==> config.mk <==
export PLATFORM = sky130hd
export DESIGN_NAME = key_debounce_long_press_events_unit
export DESIGN_NICKNAME = d
export VERILOG_FILES = /design/src/rtl/kdlpe_pkg.sv /design/src/rtl/kdlpe_lane.sv /design/src/rtl/kdlpe_queue.sv /design/src/rtl/key_debounce_long_press_events_unit.sv
export SDC_FILE = /design/constraint.sdc
export NUM_CORES = 1
export LEC_CHECK = 0
export ABC_AREA = 1
export ABC_CLOCK_PERIOD_IN_PS = 18700
export BUFFER_PORTS_ARGS = -buffer_cell sky130_fd_sc_hd__buf_2
export CAP_MARGIN = 0
export CORE_AREA = 2 2 155 172
export CTS_CLUSTER_DIAMETER = 60
export DETAILED_ROUTE_END_ITERATION = 8
export DIE_AREA = 0 0 157 174
export PLACE_DENSITY = 0.87
export SKIP_CTS_REPAIR_TIMING = 1
export SLEW_MARGIN = 20
export SYNTH_ARGS = -nofsm -noshare
export SYNTH_HDL_FRONTEND = slang
export SYNTH_SLANG_ARGS = --single-unit
==> constraint.sdc <==
create_clock -name clk -period 18.7 [get_ports clk]
set_input_delay 1.87 -clock clk [delete_from_list [all_inputs] [get_ports clk]]
set_output_delay 1.87 -clock clk [all_outputs]
set_load 0.01 [all_outputs]
==> src/rtl/kdlpe_pkg.sv <==
package kdlpe_pkg;

    // default sizes
    localparam int NUM_KEYS_DEF    = 4;
    localparam int QUEUE_DEPTH_DEF = 16;

    // fixed field widths
    localparam int KEY_BITS   = 4;
    localparam int CODE_W     = 4;
    localparam int CNT_OUT_W  = 3;
    localparam int QCOUNT_W   = 4;
    localparam int DEB_W      = 8;
    localparam int HOLD_W     = 16;
    localparam int CFG_DATA_W = 16;
    localparam int CFG_IDX_W  = 1;

    localparam logic [HOLD_W-1:0] HOLD_SAT    = 16'd60000;
    localparam logic [DEB_W-1:0]  DEB_RESET   = 8'd2;
    localparam logic [HOLD_W-1:0] LONG_RESET  = 16'd100;

    // item kinds carried by the mode field
    localparam logic MODE_TICK = 1'b0;
    localparam logic MODE_POP  = 1'b1;

    typedef enum logic [CFG_IDX_W-1:0] {
        CFG_DEBOUNCE   = 1'b0,
        CFG_LONG_PRESS = 1'b1
    } cfg_idx_t;

    // what one key lane found on a tick
    typedef struct packed {
        logic fire;
        logic is_long;
    } lane_evt_t;

    // one result beat
    typedef struct packed {
        logic [CODE_W-1:0]    event_code;
        logic [CNT_OUT_W-1:0] events_pushed;
        logic [CNT_OUT_W-1:0] events_dropped;
        logic [QCOUNT_W-1:0]  queue_count;
    } result_t;

endpackage

==> src/rtl/kdlpe_lane.sv <==
module kdlpe_lane (
    input  logic                         clk,
    input  logic                         rst_n,
    input  logic                         tick_en,
    input  logic                         raw,
    input  logic [kdlpe_pkg::DEB_W-1:0]  debounce_ticks,
    input  logic [kdlpe_pkg::HOLD_W-1:0] long_press_ticks,
    output kdlpe_pkg::lane_evt_t         evt
);
    import kdlpe_pkg::*;

    logic              last_sample_reg,  last_sample_next;
    logic [DEB_W-1:0]  settle_count_reg, settle_count_next;
    logic              stable_level_reg, stable_level_next;
    logic [HOLD_W-1:0] hold_count_reg,   hold_count_next;
    logic              long_sent_reg,    long_sent_next;

    always_comb
    begin
        last_sample_next  = last_sample_reg;
        settle_count_next = settle_count_reg;
        stable_level_next = stable_level_reg;
        hold_count_next   = hold_count_reg;
        long_sent_next    = long_sent_reg;
        evt               = '0;

        if (raw != last_sample_reg)
        begin
            last_sample_next  = raw;
            settle_count_next = '0;
        end
        else if (settle_count_reg < debounce_ticks)
        begin
            settle_count_next = settle_count_reg + 1'b1;
        end
        else if (stable_level_reg != raw)
        begin
            stable_level_next = raw;
            if (raw)
            begin
                hold_count_next = '0;
                long_sent_next  = 1'b0;
            end
            else if (!long_sent_reg)
            begin
                // release without a long report gives a short event
                evt.fire    = 1'b1;
                evt.is_long = 1'b0;
            end
        end

        if (stable_level_next)
        begin
            if (hold_count_next < HOLD_SAT)
            begin
                hold_count_next = hold_count_next + 1'b1;
            end
            if ((hold_count_next >= long_press_ticks) && !long_sent_next)
            begin
                long_sent_next = 1'b1;
                evt.fire       = 1'b1;
                evt.is_long    = 1'b1;
            end
        end
    end

    always_ff @(posedge clk or negedge rst_n)
    begin
        if (!rst_n)
        begin
            last_sample_reg  <= 1'b0;
            settle_count_reg <= '0;
            stable_level_reg <= 1'b0;
            hold_count_reg   <= '0;
            long_sent_reg    <= 1'b0;
        end
        else if (tick_en)
        begin
            last_sample_reg  <= last_sample_next;
            settle_count_reg <= settle_count_next;
            stable_level_reg <= stable_level_next;
            hold_count_reg   <= hold_count_next;
            long_sent_reg    <= long_sent_next;
        end
    end

endmodule

==> src/rtl/kdlpe_queue.sv <==
module kdlpe_queue #(
    parameter int NUM_KEYS    = kdlpe_pkg::NUM_KEYS_DEF,
    parameter int QUEUE_DEPTH = kdlpe_pkg::QUEUE_DEPTH_DEF
) (
    input  logic                 clk,
    input  logic                 rst_n,
    input  logic                 tick_en,
    input  logic                 pop_en,
    input  kdlpe_pkg::lane_evt_t evts [NUM_KEYS],
    output kdlpe_pkg::result_t   res
);
    import kdlpe_pkg::*;

    localparam int PTR_W = (QUEUE_DEPTH > 1) ? $clog2(QUEUE_DEPTH) : 1;
    localparam int CNT_W = $clog2(NUM_KEYS + 1);
    localparam logic [PTR_W:0]   DEPTH_W1 = (PTR_W + 1)'(QUEUE_DEPTH);
    localparam logic [PTR_W-1:0] LAST_IDX = PTR_W'(QUEUE_DEPTH - 1);

    logic [CODE_W-1:0] event_store_mem [QUEUE_DEPTH];

    logic [PTR_W-1:0] write_ptr_reg, write_ptr_next;
    logic [PTR_W-1:0] read_ptr_reg,  read_ptr_next;

    logic [PTR_W-1:0]  wr_addr [NUM_KEYS];
    logic [CODE_W-1:0] wr_code [NUM_KEYS];
    logic              wr_en   [NUM_KEYS];

    logic [PTR_W:0]    diff;
    logic [PTR_W:0]    sum;
    logic [PTR_W-1:0]  len;
    logic [PTR_W-1:0]  free_slots;
    logic [PTR_W-1:0]  slot;
    logic [CNT_W-1:0]  drop;
    logic [PTR_W-1:0]  count_next;

    always_comb
    begin
        diff = {1'b0, write_ptr_reg} - {1'b0, read_ptr_reg};
        if (write_ptr_reg < read_ptr_reg)
        begin
            diff = diff + DEPTH_W1;
        end
        len        = diff[PTR_W-1:0];
        free_slots = LAST_IDX - len;

        slot = '0;
        drop = '0;
        // keys claim slots in index order, the rest are dropped
        for (int k = 0; k < NUM_KEYS; k++)
        begin
            wr_en[k]   = 1'b0;
            wr_code[k] = CODE_W'(2 * k + (evts[k].is_long ? 2 : 1));
            sum        = {1'b0, write_ptr_reg} + {1'b0, slot};
            if (sum >= DEPTH_W1)
            begin
                sum = sum - DEPTH_W1;
            end
            wr_addr[k] = sum[PTR_W-1:0];
            if (tick_en && evts[k].fire)
            begin
                if (slot < free_slots)
                begin
                    wr_en[k] = 1'b1;
                    slot     = slot + 1'b1;
                end
                else
                begin
                    drop = drop + 1'b1;
                end
            end
        end

        sum = {1'b0, write_ptr_reg} + {1'b0, slot};
        if (sum >= DEPTH_W1)
        begin
            sum = sum - DEPTH_W1;
        end
        write_ptr_next = sum[PTR_W-1:0];

        read_ptr_next  = read_ptr_reg;
        res            = '0;
        count_next     = len + slot;
        if (pop_en && (len != '0))
        begin
            res.event_code = event_store_mem[read_ptr_reg];
            read_ptr_next  = (read_ptr_reg == LAST_IDX) ? '0 : read_ptr_reg + 1'b1;
            count_next     = len - 1'b1;
        end
        res.events_pushed  = CNT_OUT_W'(slot);
        res.events_dropped = CNT_OUT_W'(drop);
        res.queue_count    = QCOUNT_W'(count_next);
    end

    always_ff @(posedge clk)
    begin
        for (int k = 0; k < NUM_KEYS; k++)
        begin
            if (wr_en[k])
            begin
                event_store_mem[wr_addr[k]] <= wr_code[k];
            end
        end
    end

    always_ff @(posedge clk or negedge rst_n)
    begin
        if (!rst_n)
        begin
            write_ptr_reg <= '0;
            read_ptr_reg  <= '0;
        end
        else
        begin
            if (tick_en)
            begin
                write_ptr_reg <= write_ptr_next;
            end
            if (pop_en)
            begin
                read_ptr_reg <= read_ptr_next;
            end
        end
    end

endmodule

==> src/rtl/key_debounce_long_press_events_unit.sv <==
// channel   direction  handshake               payload
// cfg       in         cfg_we (no wait)        cfg_index, cfg_data
// in        in         in_valid / in_ready     mode, key_pressed
// out       out        out_valid / out_ready   event_code, events_pushed,
//                                              events_dropped, queue_count
//
// one beat in, one beat out; a beat's result is registered in the main or skid entry
// sustained rate is one beat per cycle while out_ready holds: all key lanes and
// the queue writes for a tick settle in the single accept cycle
// reset (rst_n low) clears the key state, the queue pointers and the output
// stages; the registers return to debounce 2, long press 100
// a two-entry output stage (main plus skid) lets input keep flowing while a
// result waits; in_ready drops only when both entries are full
module key_debounce_long_press_events_unit #(
    parameter int NUM_KEYS    = kdlpe_pkg::NUM_KEYS_DEF,
    parameter int QUEUE_DEPTH = kdlpe_pkg::QUEUE_DEPTH_DEF
) (
    input  logic                                 clk,
    input  logic                                 rst_n,
    input  logic                                 cfg_we,
    input  logic [kdlpe_pkg::CFG_IDX_W-1:0]      cfg_index,
    input  logic [kdlpe_pkg::CFG_DATA_W-1:0]     cfg_data,
    input  logic                                 in_valid,
    output logic                                 in_ready,
    input  logic                                 mode,
    input  logic [kdlpe_pkg::KEY_BITS-1:0]       key_pressed,
    output logic                                 out_valid,
    input  logic                                 out_ready,
    output logic [kdlpe_pkg::CODE_W-1:0]         event_code,
    output logic [kdlpe_pkg::CNT_OUT_W-1:0]      events_pushed,
    output logic [kdlpe_pkg::CNT_OUT_W-1:0]      events_dropped,
    output logic [kdlpe_pkg::QCOUNT_W-1:0]       queue_count
);
    import kdlpe_pkg::*;

    // configuration registers
    logic [DEB_W-1:0]  debounce_ticks_reg;
    logic [HOLD_W-1:0] long_press_ticks_reg;

    always_ff @(posedge clk or negedge rst_n)
    begin
        if (!rst_n)
        begin
            debounce_ticks_reg   <= DEB_RESET;
            long_press_ticks_reg <= LONG_RESET;
        end
        else if (cfg_we)
        begin
            case (cfg_idx_t'(cfg_index))
                CFG_DEBOUNCE:   debounce_ticks_reg   <= cfg_data[DEB_W-1:0];
                CFG_LONG_PRESS: long_press_ticks_reg <= cfg_data[HOLD_W-1:0];
                default:        ;
            endcase
        end
    end

    // accept and item kind
    logic accept;
    logic tick_en;
    logic pop_en;

    assign accept  = in_valid && in_ready;
    assign tick_en = accept && (mode == MODE_TICK);
    assign pop_en  = accept && (mode == MODE_POP);

    // one debounce / hold lane per key; keys past the input width read released
    lane_evt_t evts [NUM_KEYS];

    for (genvar i = 0; i < NUM_KEYS; i++)
    begin : g_lane
        logic raw;
        if (i < KEY_BITS)
        begin : g_pin
            assign raw = key_pressed[i];
        end
        else
        begin : g_none
            assign raw = 1'b0;
        end

        kdlpe_lane u_lane (
            .clk              (clk),
            .rst_n            (rst_n),
            .tick_en          (tick_en),
            .raw              (raw),
            .debounce_ticks   (debounce_ticks_reg),
            .long_press_ticks (long_press_ticks_reg),
            .evt              (evts[i])
        );
    end

    // merge: queue the lane events in key order, or pop one
    result_t res;

    kdlpe_queue #(
        .NUM_KEYS    (NUM_KEYS),
        .QUEUE_DEPTH (QUEUE_DEPTH)
    ) u_queue (
        .clk     (clk),
        .rst_n   (rst_n),
        .tick_en (tick_en),
        .pop_en  (pop_en),
        .evts    (evts),
        .res     (res)
    );

    // output stage: main register plus skid entry
    result_t main_reg;
    result_t skid_reg;
    logic    main_valid_reg;
    logic    skid_valid_reg;

    assign in_ready = !skid_valid_reg;

    always_ff @(posedge clk)
    begin
        if (!main_valid_reg || out_ready)
        begin
            if (skid_valid_reg)
            begin
                main_reg <= skid_reg;
            end
            else if (accept)
            begin
                main_reg <= res;
            end
        end
        else if (accept)
        begin
            skid_reg <= res;
        end
    end

    always_ff @(posedge clk or negedge rst_n)
    begin
        if (!rst_n)
        begin
            main_valid_reg <= 1'b0;
            skid_valid_reg <= 1'b0;
        end
        else if (!main_valid_reg || out_ready)
        begin
            // skid drains first; it cannot be full while a beat is accepted
            main_valid_reg <= skid_valid_reg || accept;
            skid_valid_reg <= 1'b0;
        end
        else if (accept)
        begin
            skid_valid_reg <= 1'b1;
        end
    end

    assign out_valid      = main_valid_reg;
    assign event_code     = main_reg.event_code;
    assign events_pushed  = main_reg.events_pushed;
    assign events_dropped = main_reg.events_dropped;
    assign queue_count    = main_reg.queue_count;

endmodule

==> run_results.csv <==
group,metric,value,unit
outcome,status,"complete, no violations",
placed_design,place_ws,7.493,ns
power,power.switching,0.9179,mW
global_routing,grt_first_pass_wirelength,68280,um
floorplanning,num_rows,62,
power,p_int,1.304,mW
detailed_routing,antenna_left,0,
critical_path,crit_path_top_delay_cell,"nor2_1",
layout,layout.cells.most_common,"nand2_1",
global_routing,grt_max_degree,79,
yosys,avgSynthCellArea,7.585,um2
yosys,synth_top_family_by_area,"simple AND/OR/NAND/NOR gates",
cts,clockBufferDepth,3,
yosys,synth_seq_cells,234,
cts,cts_root_buf,"clkbuf_16",
sta,drv_slew,0,
detailed_routing,dr.pass1.iters,7,
sta,skew,0.03128,ns
sta,fin_setup_tns,0,ns
power,share_comb_of_total_power,0.417,
floorplanning,num_io_pins,43,
yosys,synth-compound-area-share,0.1380,
sta,slew_headroom,0.2556,
detailed_routing,drt-initial-drc-count,1358,
critical_path,cp_max_fo,18,
critical_path,worstSetupPathType,"input pin to flip-flop",
detailed_routing,route.detailed.drc,0,
layout,nets,2339,
layout,nFillCells,2002,
cts,insertion_delay,0.57,ns
yosys,muxShareOfSynthArea,0.0006906,
yosys,ys.flop_type,"dfrtp_1",
floorplanning,start_util,0.6351,
layout,antenna_cells,0,
yosys,syn_inst,2150,
yosys,synthSimpleGateAreaFrac,0.2465,
sta,period_share,0.5896,
detailed_routing,vias_per_cell,5.778,
yosys,synth_top_area_share,0.2118,
sta,finalSetupViolCount,0,
placed_design,portBuffers,42,
global_routing,grt_overflow_total,0,
yosys,syn-num-nets,2309,
power,seq_power_share,0.321,
cts,cts_made_buffers,28,
flow_run,max_cap_viol_count,0,
cts,clkSlewWorstSetupHoldPaths,0.06,ns
floorplanning,placeableCoreArea,25680,um2
yosys,ys_seq_area_frac,0.3876,
yosys,synth_area,16310,um2
yosys,synth_adder_area_share,0.1036,
sta,rsz0062_at_grt,"no",
layout,syn2layout_area_growth,9.330,%
yosys,synth.largest_area_cell,"dfrtp_1",
global_routing,antenna_found_initial,1,
hold_path,min_path_type,"flip-flop to flip-flop",
yosys,synth_cell_types,61,
floorplanning,die_area,27320,um2
sta,layout_min_cycle_time,11.03,ns
power,clkPwrFrac,0.262,
floorplanning,chipHeight,174,um
floorplanning,die_x,157,um
power,power_density,124.6,nW/um2
layout,layout_common_cells,"495 x nand2_1, 320 x inv_1, 212 x nor2_1",
cts,h-tree-depth,1,
yosys,synthXorXnorAreaFrac,0.03223,
layout,layout-drive-gt1-share,0.07856,
cts,cts_tree,"done",
yosys,ys_warn_count,0,
sta,fmax,0.09070,GHz
global_routing,grt_pass1_vias,14290,
critical_path,end_kind,"flip-flop",
sta,layout_setup_ws,7.674,ns
placed_design,hpwl,30660,um
placed_design,place_congestion,1.008,
power,p_leak,8.464,nW
sta,hold_violations,0,
global_routing,grt.total_usage,0.3079,
detailed_routing,vias,14760,
detailed_routing,wl,41540,um
critical_path,cp.arrival,11.35,ns
sta,whs,0.4863,ns
yosys,synth_area_leaders,"dfrtp_1 21%, edfxtp_1 17%, nand2_1 11%",
sta,worst_slew_pin_slew,1.112,ns
critical_path,critPathRequiredTime,19.02,ns
power,ir_drop,89.58,uV
critical_path,crit_path_frequent_cell,"nand2_1",
critical_path,slowest_delay,0.85,ns
yosys,synth_edf_count,92,
power,swShare,0.4131,
critical_path,cp-start-kind,"input pin",
yosys,async_flop_share,0.6068,
cts,clkSinkCount,234,
detailed_routing,wl_per_cell,16.26,um
## synth_stat cells (9+ instances only)
cell        n
a21oi_1   115
a22oi_1     9
a31oi_1    23
clkbuf_1   41
dfrtp_1   138
edfxtp_1   92
ha_1      127
inv_1     320
inv_2      20
nand2_1   495
nand2_2    13
nand3_1    79
nand4_1    36
nor2_1    215
nor2_2     13
nor3_1     39
nor4_1     13
o211ai_1   13
o21a_1     13
o21ai_0   164
o21ai_1    14
xnor2_1    21
xor2_1     39
## path summary, 6_finish.rpt
check	endpoint	slack, ns	from	depth (start not counted)
max	queue_count[3]	7.67	key_pressed[0]	54
max reg2reg	queue_count[3]	7.85	debounce_ticks_reg[1]	59
min	long_press_ticks_reg[3]	0.49	long_press_ticks_reg[3]	2
min reg2reg	long_press_ticks_reg[3]	0.49	long_press_ticks_reg[3]	2
max in group asynchronous	g_lane[0].u_lane.hold_count_reg[10]	16.05	rst_n	2
min in group asynchronous	g_lane[3].u_lane.settle_count_reg[2]	1.33	rst_n	1
## cell families (layout without fill, tap and decap cells)
kind of cell	after synthesis	after routing
AOI/OAI and AO/OA	395	395
xor gates and xnor gates	60	60
adders and majority gates	132	132
buffers and inverters	392	444
DFF	234	234
muxes	1	1
and+or+nand+nor	936	936
## cell type report
cell class                 instances  area, um2  share of cell area
sequential                       234       6321              0.3546
tap                              352      440.4             0.02470
inverter                         345       1295             0.07264
timing repair buffer              47      254.0             0.01425
clock buffer                      38      822.0             0.04611
multi-input combinational       1524       8502              0.4769
clock inverter                    14      193.9             0.01088
## power groups by stage
stage | sequential, mW | clock, mW | combinational, mW
after floorplan | 0.693 | 0 | 0.682
after global placement | 0.715 | 0 | 0.854
after detailed placement | 0.719 | 0 | 0.901
after CTS | 0.711 | 0.588 | 0.914
after global routing | 0.724 | 0.609 | 1.05
final | 0.713 | 0.582 | 0.927
## per-stage QoR
step           cells  power [mW]  utilization  instance area, um2
4_1_cts         2554       2.213       0.6941               17820
3_5_place_dp    2502       1.620       0.6546               16810
3_3_place_gp    2502       1.570       0.6546               16810
6_report        2554       2.222       0.6943               17830
2_1_floorplan   2150       1.375            -               16310
5_1_grt         2554       2.381       0.6943               17830
## routing by layer
layer,part of all wire,wire length (um),vias up,GRT usage
met1,0.40,16610,6859,0.3895
met5,0.00031,13,-,0
li1,-,-,7161,-
met3,0.071,2941,131,0.03939
met4,0.042,1732,2,0.1250
met2,0.49,20250,603,0.5318
## worst max-delay path, delay by kind of cell
family | cells | cell delay [ns]
and+or+nand+nor | 32 | 5.07
adders and majority gates | 6 | 1.67
AOI/OAI and AO/OA | 5 | 1.28
buffers and inverters | 9 | 1.00
xor gates and xnor gates | 2 | 0.44
Note: power is estimated with default switching activity, not from simulation.
